===== config.mk =====
export PLATFORM = sky130hd
export DESIGN_NAME = rgb_led_panel_scan_driver
export DESIGN_NICKNAME = d
export VERILOG_FILES = /design/src/sv/rlpsd_pkg.sv /design/src/sv/rlpsd_ram.sv /design/src/sv/rgb_led_panel_scan_driver.sv
export SDC_FILE = /design/constraint.sdc
export NUM_CORES = 2
export LEC_CHECK = 0
export ABC_CLOCK_PERIOD_IN_PS = 16800
export BUFFER_PORTS_ARGS = -buffer_cell sky130_fd_sc_hd__buf_2
export CAP_MARGIN = 20
export CORE_ASPECT_RATIO = 2
export CORE_MARGIN = 4
export CORE_UTILIZATION = 60
export CTS_BUF_LIST = sky130_fd_sc_hd__clkbuf_4 sky130_fd_sc_hd__clkbuf_8
export CTS_CLUSTER_SIZE = 30
export DETAILED_ROUTE_END_ITERATION = 6
export GPL_TIMING_DRIVEN = 1
export HOLD_SLACK_MARGIN = 0.06
export PLACE_DENSITY = 0.82
export SETUP_SLACK_MARGIN = 0.5
export SYNTH_ARGS = -nofsm -noshare
export SYNTH_HDL_FRONTEND = slang
export SYNTH_HIERARCHICAL = 1
export SYNTH_SLANG_ARGS = --single-unit

===== constraint.sdc =====
create_clock -name clk -period 16.8 [get_ports clk]
set_clock_uncertainty 0.2 [all_clocks]
set_input_delay 2.52 -clock clk [delete_from_list [all_inputs] [get_ports clk]]
set_output_delay 2.52 -clock clk [all_outputs]
set_load 0.02 [all_outputs]

===== src/sv/rlpsd_pkg.sv =====
// Shared types and constants for the RGB LED panel scan driver.
package rlpsd_pkg;

    localparam int NUM_PLANES = 3;
    localparam int ROW_BITS   = 32;
    localparam int HALF_ROWS  = 8;
    localparam int ADDR_W     = $clog2(HALF_ROWS);

    localparam logic FUNC_WRITE = 1'b0;
    localparam logic FUNC_TICK  = 1'b1;

    localparam int PLANE_RED   = 0;
    localparam int PLANE_GREEN = 1;
    localparam int PLANE_BLUE  = 2;

    localparam int COLOR_RED_BIT   = 2;
    localparam int COLOR_GREEN_BIT = 1;
    localparam int COLOR_BLUE_BIT  = 0;

    localparam logic [2:0] BLOCK_LAST = 3'd7;
    localparam logic [3:0] STEP_LAST  = 4'd15;
    localparam logic [3:0] LATCH_STEP = 4'd13;
    localparam logic [8:0] BLANK_FULL = 9'd256;

    typedef logic [NUM_PLANES-1:0][ROW_BITS-1:0] word_t;

    typedef struct packed {
        logic       func;
        logic [4:0] pixel_x;
        logic [3:0] pixel_y;
        logic [2:0] pixel_color;
    } req_t;

    typedef struct packed {
        logic red_upper;
        logic green_upper;
        logic blue_upper;
        logic red_lower;
        logic green_lower;
        logic blue_lower;
        logic shift_pulse;
        logic row_sel_a;
        logic row_sel_b;
        logic latch;
        logic output_enable;
        logic phase_end;
    } res_t;

endpackage


===== src/sv/rlpsd_ram.sv =====
// Generic single-write, single-read RAM with a registered read port.
module rlpsd_ram #(
    parameter int WIDTH = 8,
    parameter int DEPTH = 8
) (
    input  logic                     clk,
    input  logic                     we,
    input  logic [$clog2(DEPTH)-1:0] waddr,
    input  logic [WIDTH-1:0]         wdata,
    input  logic [$clog2(DEPTH)-1:0] raddr,
    output logic [WIDTH-1:0]         rdata
);

    logic [WIDTH-1:0] mem [DEPTH];

    always_ff @(posedge clk)
    begin
        if (we)
        begin
            mem[waddr] <= wdata;
        end
        rdata <= mem[raddr];
    end

endmodule


===== src/sv/rgb_led_panel_scan_driver.sv =====
// Top level of the RGB LED panel scan driver: scan sequencer and frame store pipeline.
// A tick request gives its pin levels through the read stage and the result register; a pixel write gives none.
// One request is accepted every cycle while not stalled; the frame store read and write-back overlap.
// Requests stall only while a tick holds in the read stage behind a stalled result.
// Reset clears the scan position, brightness and the per-row valid bits, so the
// frame store reads as all black at once, with no clearing pass.
module rgb_led_panel_scan_driver
    import rlpsd_pkg::*;
(
    input  logic       clk,
    input  logic       rst_n,
    input  logic       req_valid,
    output logic       req_stall,
    input  req_t       req_data,
    output logic       res_valid,
    input  logic       res_stall,
    output res_t       res_data,
    input  logic       brightness_we,
    input  logic [7:0] brightness_wdata
);

    logic [7:0]        brightness_reg;
    logic              phase_reg, phase_next;
    logic [2:0]        block_reg, block_next;
    logic [3:0]        step_reg, step_next;
    logic              blank_reg, blank_next;
    logic [8:0]        bcount_reg, bcount_next;

    logic              s1_valid_reg;
    logic              s1_tick_reg;
    logic              s1_half_reg;
    logic [ADDR_W-1:0] s1_addr_reg;
    logic [4:0]        s1_col_reg;
    logic [2:0]        s1_color_reg;
    res_t              s1_ctl_reg;

    logic              lw_valid_reg;
    logic              lw_half_reg;
    logic [ADDR_W-1:0] lw_addr_reg;
    word_t             lw_data_reg;

    logic [1:0][HALF_ROWS-1:0] vld_reg;

    logic              res_valid_reg;
    res_t              res_data_reg;

    logic              accept;
    logic              tick;
    logic [4:0]        scan_col;
    logic [ADDR_W-1:0] scan_row;
    logic [8:0]        bcount_inc;
    logic              blank_done;
    res_t              ctl;
    logic [ADDR_W-1:0] rd_addr;
    logic              s1_adv;
    word_t             ram_rdata [2];
    word_t             word_cur [2];
    word_t             wr_word;
    logic              wr_en;
    res_t              res_new;

    assign accept = req_valid && !req_stall;
    assign tick   = (req_data.func == FUNC_TICK);

    // Folded order: the first half of a block runs right to left, the second left to right.
    assign scan_col   = {block_reg[1:0], step_reg[3] ? step_reg[2:0] : ~step_reg[2:0]};
    assign scan_row   = {~block_reg[2], step_reg[3], phase_reg};
    assign bcount_inc = bcount_reg + 9'd1;
    assign blank_done = (bcount_inc >= (BLANK_FULL - {1'b0, brightness_reg}));

    always_comb
    begin
        ctl               = '0;
        ctl.shift_pulse   = !blank_reg;
        ctl.row_sel_a     = phase_reg;
        ctl.row_sel_b     = !phase_reg;
        ctl.latch         = !blank_reg && (block_reg == BLOCK_LAST) && (step_reg >= LATCH_STEP);
        ctl.output_enable = blank_reg;
        ctl.phase_end     = blank_reg && blank_done;
    end

    always_comb
    begin
        phase_next  = phase_reg;
        block_next  = block_reg;
        step_next   = step_reg;
        blank_next  = blank_reg;
        bcount_next = bcount_reg;
        if (accept && tick)
        begin
            priority if (!blank_reg)
            begin
                if (step_reg == STEP_LAST)
                begin
                    step_next = '0;
                    if (block_reg == BLOCK_LAST)
                    begin
                        block_next  = '0;
                        blank_next  = 1'b1;
                        bcount_next = '0;
                    end
                    else
                    begin
                        block_next = block_reg + 3'd1;
                    end
                end
                else
                begin
                    step_next = step_reg + 4'd1;
                end
            end
            else if (blank_done)
            begin
                blank_next  = 1'b0;
                bcount_next = '0;
                phase_next  = !phase_reg;
                block_next  = '0;
                step_next   = '0;
            end
            else
            begin
                bcount_next = bcount_inc;
            end
        end
    end

    assign s1_adv    = s1_valid_reg && (!s1_tick_reg || !res_valid_reg || !res_stall);
    assign req_stall = s1_valid_reg && !s1_adv;

    always_comb
    begin
        priority if (accept && tick)
        begin
            rd_addr = scan_row;
        end
        else if (accept)
        begin
            rd_addr = req_data.pixel_y[ADDR_W-1:0];
        end
        else
        begin
            rd_addr = s1_addr_reg;
        end
    end

    for (genvar h = 0; h < 2; h++)
    begin : g_half
        rlpsd_ram #(
            .WIDTH ($bits(word_t)),
            .DEPTH (HALF_ROWS)
        ) u_ram (
            .clk   (clk),
            .we    (wr_en && (s1_half_reg == 1'(h))),
            .waddr (s1_addr_reg),
            .wdata (wr_word),
            .raddr (rd_addr),
            .rdata (ram_rdata[h])
        );

        // The latest write wins over the RAM, and a row never written reads as black.
        always_comb
        begin
            priority if (lw_valid_reg && (lw_half_reg == 1'(h)) && (lw_addr_reg == s1_addr_reg))
            begin
                word_cur[h] = lw_data_reg;
            end
            else if (vld_reg[h][s1_addr_reg])
            begin
                word_cur[h] = ram_rdata[h];
            end
            else
            begin
                word_cur[h] = '0;
            end
        end
    end

    assign wr_en = s1_valid_reg && !s1_tick_reg;

    always_comb
    begin
        wr_word                        = word_cur[s1_half_reg];
        wr_word[PLANE_RED][s1_col_reg]   = s1_color_reg[COLOR_RED_BIT];
        wr_word[PLANE_GREEN][s1_col_reg] = s1_color_reg[COLOR_GREEN_BIT];
        wr_word[PLANE_BLUE][s1_col_reg]  = s1_color_reg[COLOR_BLUE_BIT];
    end

    always_comb
    begin
        res_new = s1_ctl_reg;
        if (!s1_ctl_reg.output_enable)
        begin
            res_new.red_upper   = word_cur[0][PLANE_RED][s1_col_reg];
            res_new.green_upper = word_cur[0][PLANE_GREEN][s1_col_reg];
            res_new.blue_upper  = word_cur[0][PLANE_BLUE][s1_col_reg];
            res_new.red_lower   = word_cur[1][PLANE_RED][s1_col_reg];
            res_new.green_lower = word_cur[1][PLANE_GREEN][s1_col_reg];
            res_new.blue_lower  = word_cur[1][PLANE_BLUE][s1_col_reg];
        end
    end

    always_ff @(posedge clk or negedge rst_n)
    begin
        if (!rst_n)
        begin
            brightness_reg <= '0;
            phase_reg      <= 1'b0;
            block_reg      <= '0;
            step_reg       <= '0;
            blank_reg      <= 1'b0;
            bcount_reg     <= '0;
            s1_valid_reg   <= 1'b0;
            lw_valid_reg   <= 1'b0;
            vld_reg        <= '0;
            res_valid_reg  <= 1'b0;
        end
        else
        begin
            if (brightness_we)
            begin
                brightness_reg <= brightness_wdata;
            end
            phase_reg  <= phase_next;
            block_reg  <= block_next;
            step_reg   <= step_next;
            blank_reg  <= blank_next;
            bcount_reg <= bcount_next;
            if (accept)
            begin
                s1_valid_reg <= 1'b1;
            end
            else if (s1_adv)
            begin
                s1_valid_reg <= 1'b0;
            end
            if (wr_en)
            begin
                lw_valid_reg                      <= 1'b1;
                vld_reg[s1_half_reg][s1_addr_reg] <= 1'b1;
            end
            if (s1_adv && s1_tick_reg)
            begin
                res_valid_reg <= 1'b1;
            end
            else if (!res_stall)
            begin
                res_valid_reg <= 1'b0;
            end
        end
    end

    always_ff @(posedge clk)
    begin
        if (accept)
        begin
            s1_tick_reg  <= tick;
            s1_ctl_reg   <= ctl;
            s1_color_reg <= req_data.pixel_color;
            if (tick)
            begin
                s1_half_reg <= 1'b0;
                s1_addr_reg <= scan_row;
                s1_col_reg  <= scan_col;
            end
            else
            begin
                s1_half_reg <= req_data.pixel_y[ADDR_W];
                s1_addr_reg <= req_data.pixel_y[ADDR_W-1:0];
                s1_col_reg  <= req_data.pixel_x;
            end
        end
        if (wr_en)
        begin
            lw_half_reg <= s1_half_reg;
            lw_addr_reg <= s1_addr_reg;
            lw_data_reg <= wr_word;
        end
        if (s1_adv && s1_tick_reg)
        begin
            res_data_reg <= res_new;
        end
    end

    assign res_valid = res_valid_reg;
    assign res_data  = res_data_reg;

endmodule


==> results_dict.tcl <==
set metrics [dict create \
    cts_resized 0 \
    die_h_um 506 \
    port_buffers 39 \
    yosysWarnings 6 \
    worst_ep_required_time_ns 17.40 \
    crit_path_max_fanout 117 \
    io_pins 40 \
    hold_violations 0 \
    grt_pass1_wl_um 278000 \
    ys_types 76 \
    tightest_slew_ns 1.16 \
    layout_common_cells "1,667 x edfxtp_1, 390 x mux4_2, 269 x clkbuf_8" \
    critical-path-top-cell-by-count "buf_4" \
    path_buf_inv 6 \
    holdBufCountCts 0 \
    ant_nets 0 \
    worst_path_max_delay_cell "buf_4" \
    grt_pass1_vias 41800 \
    dr.pass1.iters 7 \
    maxCapViolCount 0 \
    irDropWorstVdd_v 0.0000813 \
    cts_tree "yes" \
    drive_gt1_share_pct 29.8 \
    initial_core_util_pct 60.4 \
    cp_top_family "buffers and inverters" \
    die_area_um2 130000 \
    dpl.hpwl_um 102000 \
    drc 0 \
    maxUsedRoutingLayer "met5" \
    wl_per_cell_um 32.3 \
    core_area_um2 123000 \
    rsz0062_at_grt "no" \
    max_stage_delay_ns 0.79 \
    outcome "finished clean" \
    syn_nets 3895 \
    largest_reg_flops 1536 \
    grt.total_usage_pct 29.3 \
    drv_slew 0 \
    cts_root_buffer "clkbuf_8" \
    setup_violations 0 \
    grt_overflow 0 \
    place.gp.congestion 0.956 \
    wirelength_um 191000 \
    syn2layout_area_growth_pct 10.7 \
    grt_max_degree 146 \
    critPathLaunchType "input port" \
    clkTransAtPathRegs_ns 0.07 \
    num_vias 40700 \
    cts_setup_buffers 0 \
    worstSetupPathType "in2reg" \
    finalSetupTns_ns 0 \
    postSynthAreaPerCell_um2 19.3 \
    antenna_found_initial 4 \
    routed-wl-met3_um 19900 \
    clock_path_buffers 3 \
    p_leak_nw 27.4 \
    async_flop_share_pct 2.36 \
    row_count 182 \
    fp.dieW_um 257 \
    clock_sinks 1904 \
    wirelength_met1_um 60700 \
    synth-edff-count 1667 \
    drtIter0Drc 5743 \
    viasPerCell 6.88 \
    wl_met2_um 95500 \
    period_minus_slack_ns 6.54 \
    netlist_area_um2 74500 \
    fillerInstances 7302 \
    fmax_ghz 0.153 \
    htreeDepth 4 \
    seq_area_frac_synth_pct 73.9 \
    p_per_area_nw_per_um2 145 \
    syn_inst 3852 \
    final_common_cell "edfxtp_1" \
    synthFlopType "edfxtp_1" \
    hold_path_class "reg2reg" \
    nets 4096 \
    clk_latency_ns 0.93 \
    whs_ns 0.237 \
    setup.worst_path.end_class "flip-flop" \
    crit_arrival_ns 7.14 \
    relSlewSlack_pct 22.5 \
    post-route-period-util_pct 38.9 \
    synth_seq_cells 1904 \
    cts_buffers 229 \
    crit_chain "buf_2, nand4_1, and2_1, buf_4, mux2_8, buf_12, buf_4, buf_16, buf_4, mux4_2, mux2_2" \
]
-- per-stage QoR --
| stage | cell area [um^2] | utilization (%) | total power [mW] | instances | worst slack, ns |
|---|---|---|---|---|---|
| global route | 82400 | 66.9 | 12.3 | 5916 | 9.76 |
| detailed placement | 76900 | 62.5 | 8.33 | 5462 | 8.78 |
| finish | 82400 | 66.9 | 12.0 | 5918 | 10.26 |
| floorplan | 74500 | - | 7.49 | 3852 | 8.06 |
| CTS | 82200 | 66.7 | 11.9 | 5899 | 9.81 |
| global placement | 76900 | 62.5 | 8.23 | 5462 | 8.87 |
-- where the power goes --
group | leakage (nW) | internal, mW | switching [mW]
Combinational | 7.20 | 0.831 | 1.45
Clock | 2.78 | 1.92 | 1.69
Sequential | 17.4 | 5.85 | 0.201
-- layer usage --
| layer | GRT usage [%] | vias up |
|---|---|---|
| met3 | 6.49 | 810 |
| met5 | 0 | - |
| met1 | 34.5 | 20700 |
| li1 | - | 16200 |
| met4 | 19.7 | 2 |
| met2 | 48.5 | 3009 |
-- cell usage after synthesis (all sizes together), types with 8 or more instances --
cell type  instances  area share, %
o21ai             74           0.50
mux2             217            3.3
a221o              9           0.12
a211oi            51           0.51
xnor2              9           0.11
a21oi             51           0.34
a22oi             40           0.40
nand3             68           0.46
ha                17           0.29
buf              112            1.1
nor3              22           0.15
mux2i             65           0.89
inv               16          0.081
edfxtp          1667             67
a21o              17           0.17
and2               8          0.067
xor2               9           0.11
nor2              86           0.44
a221oi            54           0.64
nand2b            17           0.14
dfxtp            192            5.2
clkbuf           126           0.64
a31o               8          0.094
a31oi              9          0.076
o31ai             43           0.43
o2bb2ai           12           0.14
and3              51           0.43
dfrtp             45            1.5
o22ai             14           0.12
nand2            226            1.1
a22o              30           0.35
mux4             390             12
-- worst paths after layout --
| check | startpoint | endpoint | slack, ns | depth (start not counted) |
|---|---|---|---|---|
| min reg2reg | res_new[3] | res_data[3] | 0.24 | 0 |
| min in group asynchronous | rst_n | step_reg[2] | 1.38 | 1 |
| min | res_new[3] | res_data[3] | 0.24 | 0 |
| max reg2reg | s1_half_reg | g_half[1].u_ram/mem[1][57] | 10.76 | 6 |
| max in group asynchronous | rst_n | bcount_reg[6] | 14.50 | 2 |
| max | res_stall | g_half[0].u_ram/rdata[74] | 10.26 | 11 |
-- cell families after synthesis --
group | Yosys count | synth area share, %
XOR/XNOR | 18 | 0.212
adder cells (fa/ha/maj) | 17 | 0.286
AND/OR/NAND/NOR | 530 | 3.39
flip-flops | 1904 | 73.9
multiplexers | 672 | 16.0
AO/OA/AOI/OAI | 456 | 4.43
buffers and inverters | 255 | 1.81
-- final cells by class --
class	instances	area, um^2	area share (%)
Multi-Input combinational cell	1693	18300	22.2
Tap cell	1656	2070	2.51
Timing Repair Buffer	208	1700	2.06
Clock inverter	116	1180	1.44
Inverter	17	67.6	0.0820
Clock buffer	321	4090	4.97
Antenna cell	3	7.51	0.00911
Sequential cell	1904	55000	66.8
-- worst reg2reg max path, stage by stage (launching register included) --
cell,delay (ns)
edfxtp_1,1.03
clkinv_2,0.99
nor2_1,0.67
nand2b_1,0.37
nor2_4,0.62
buf_4,0.82
buf_4,0.88
Power figures use the tool's default switching activity.
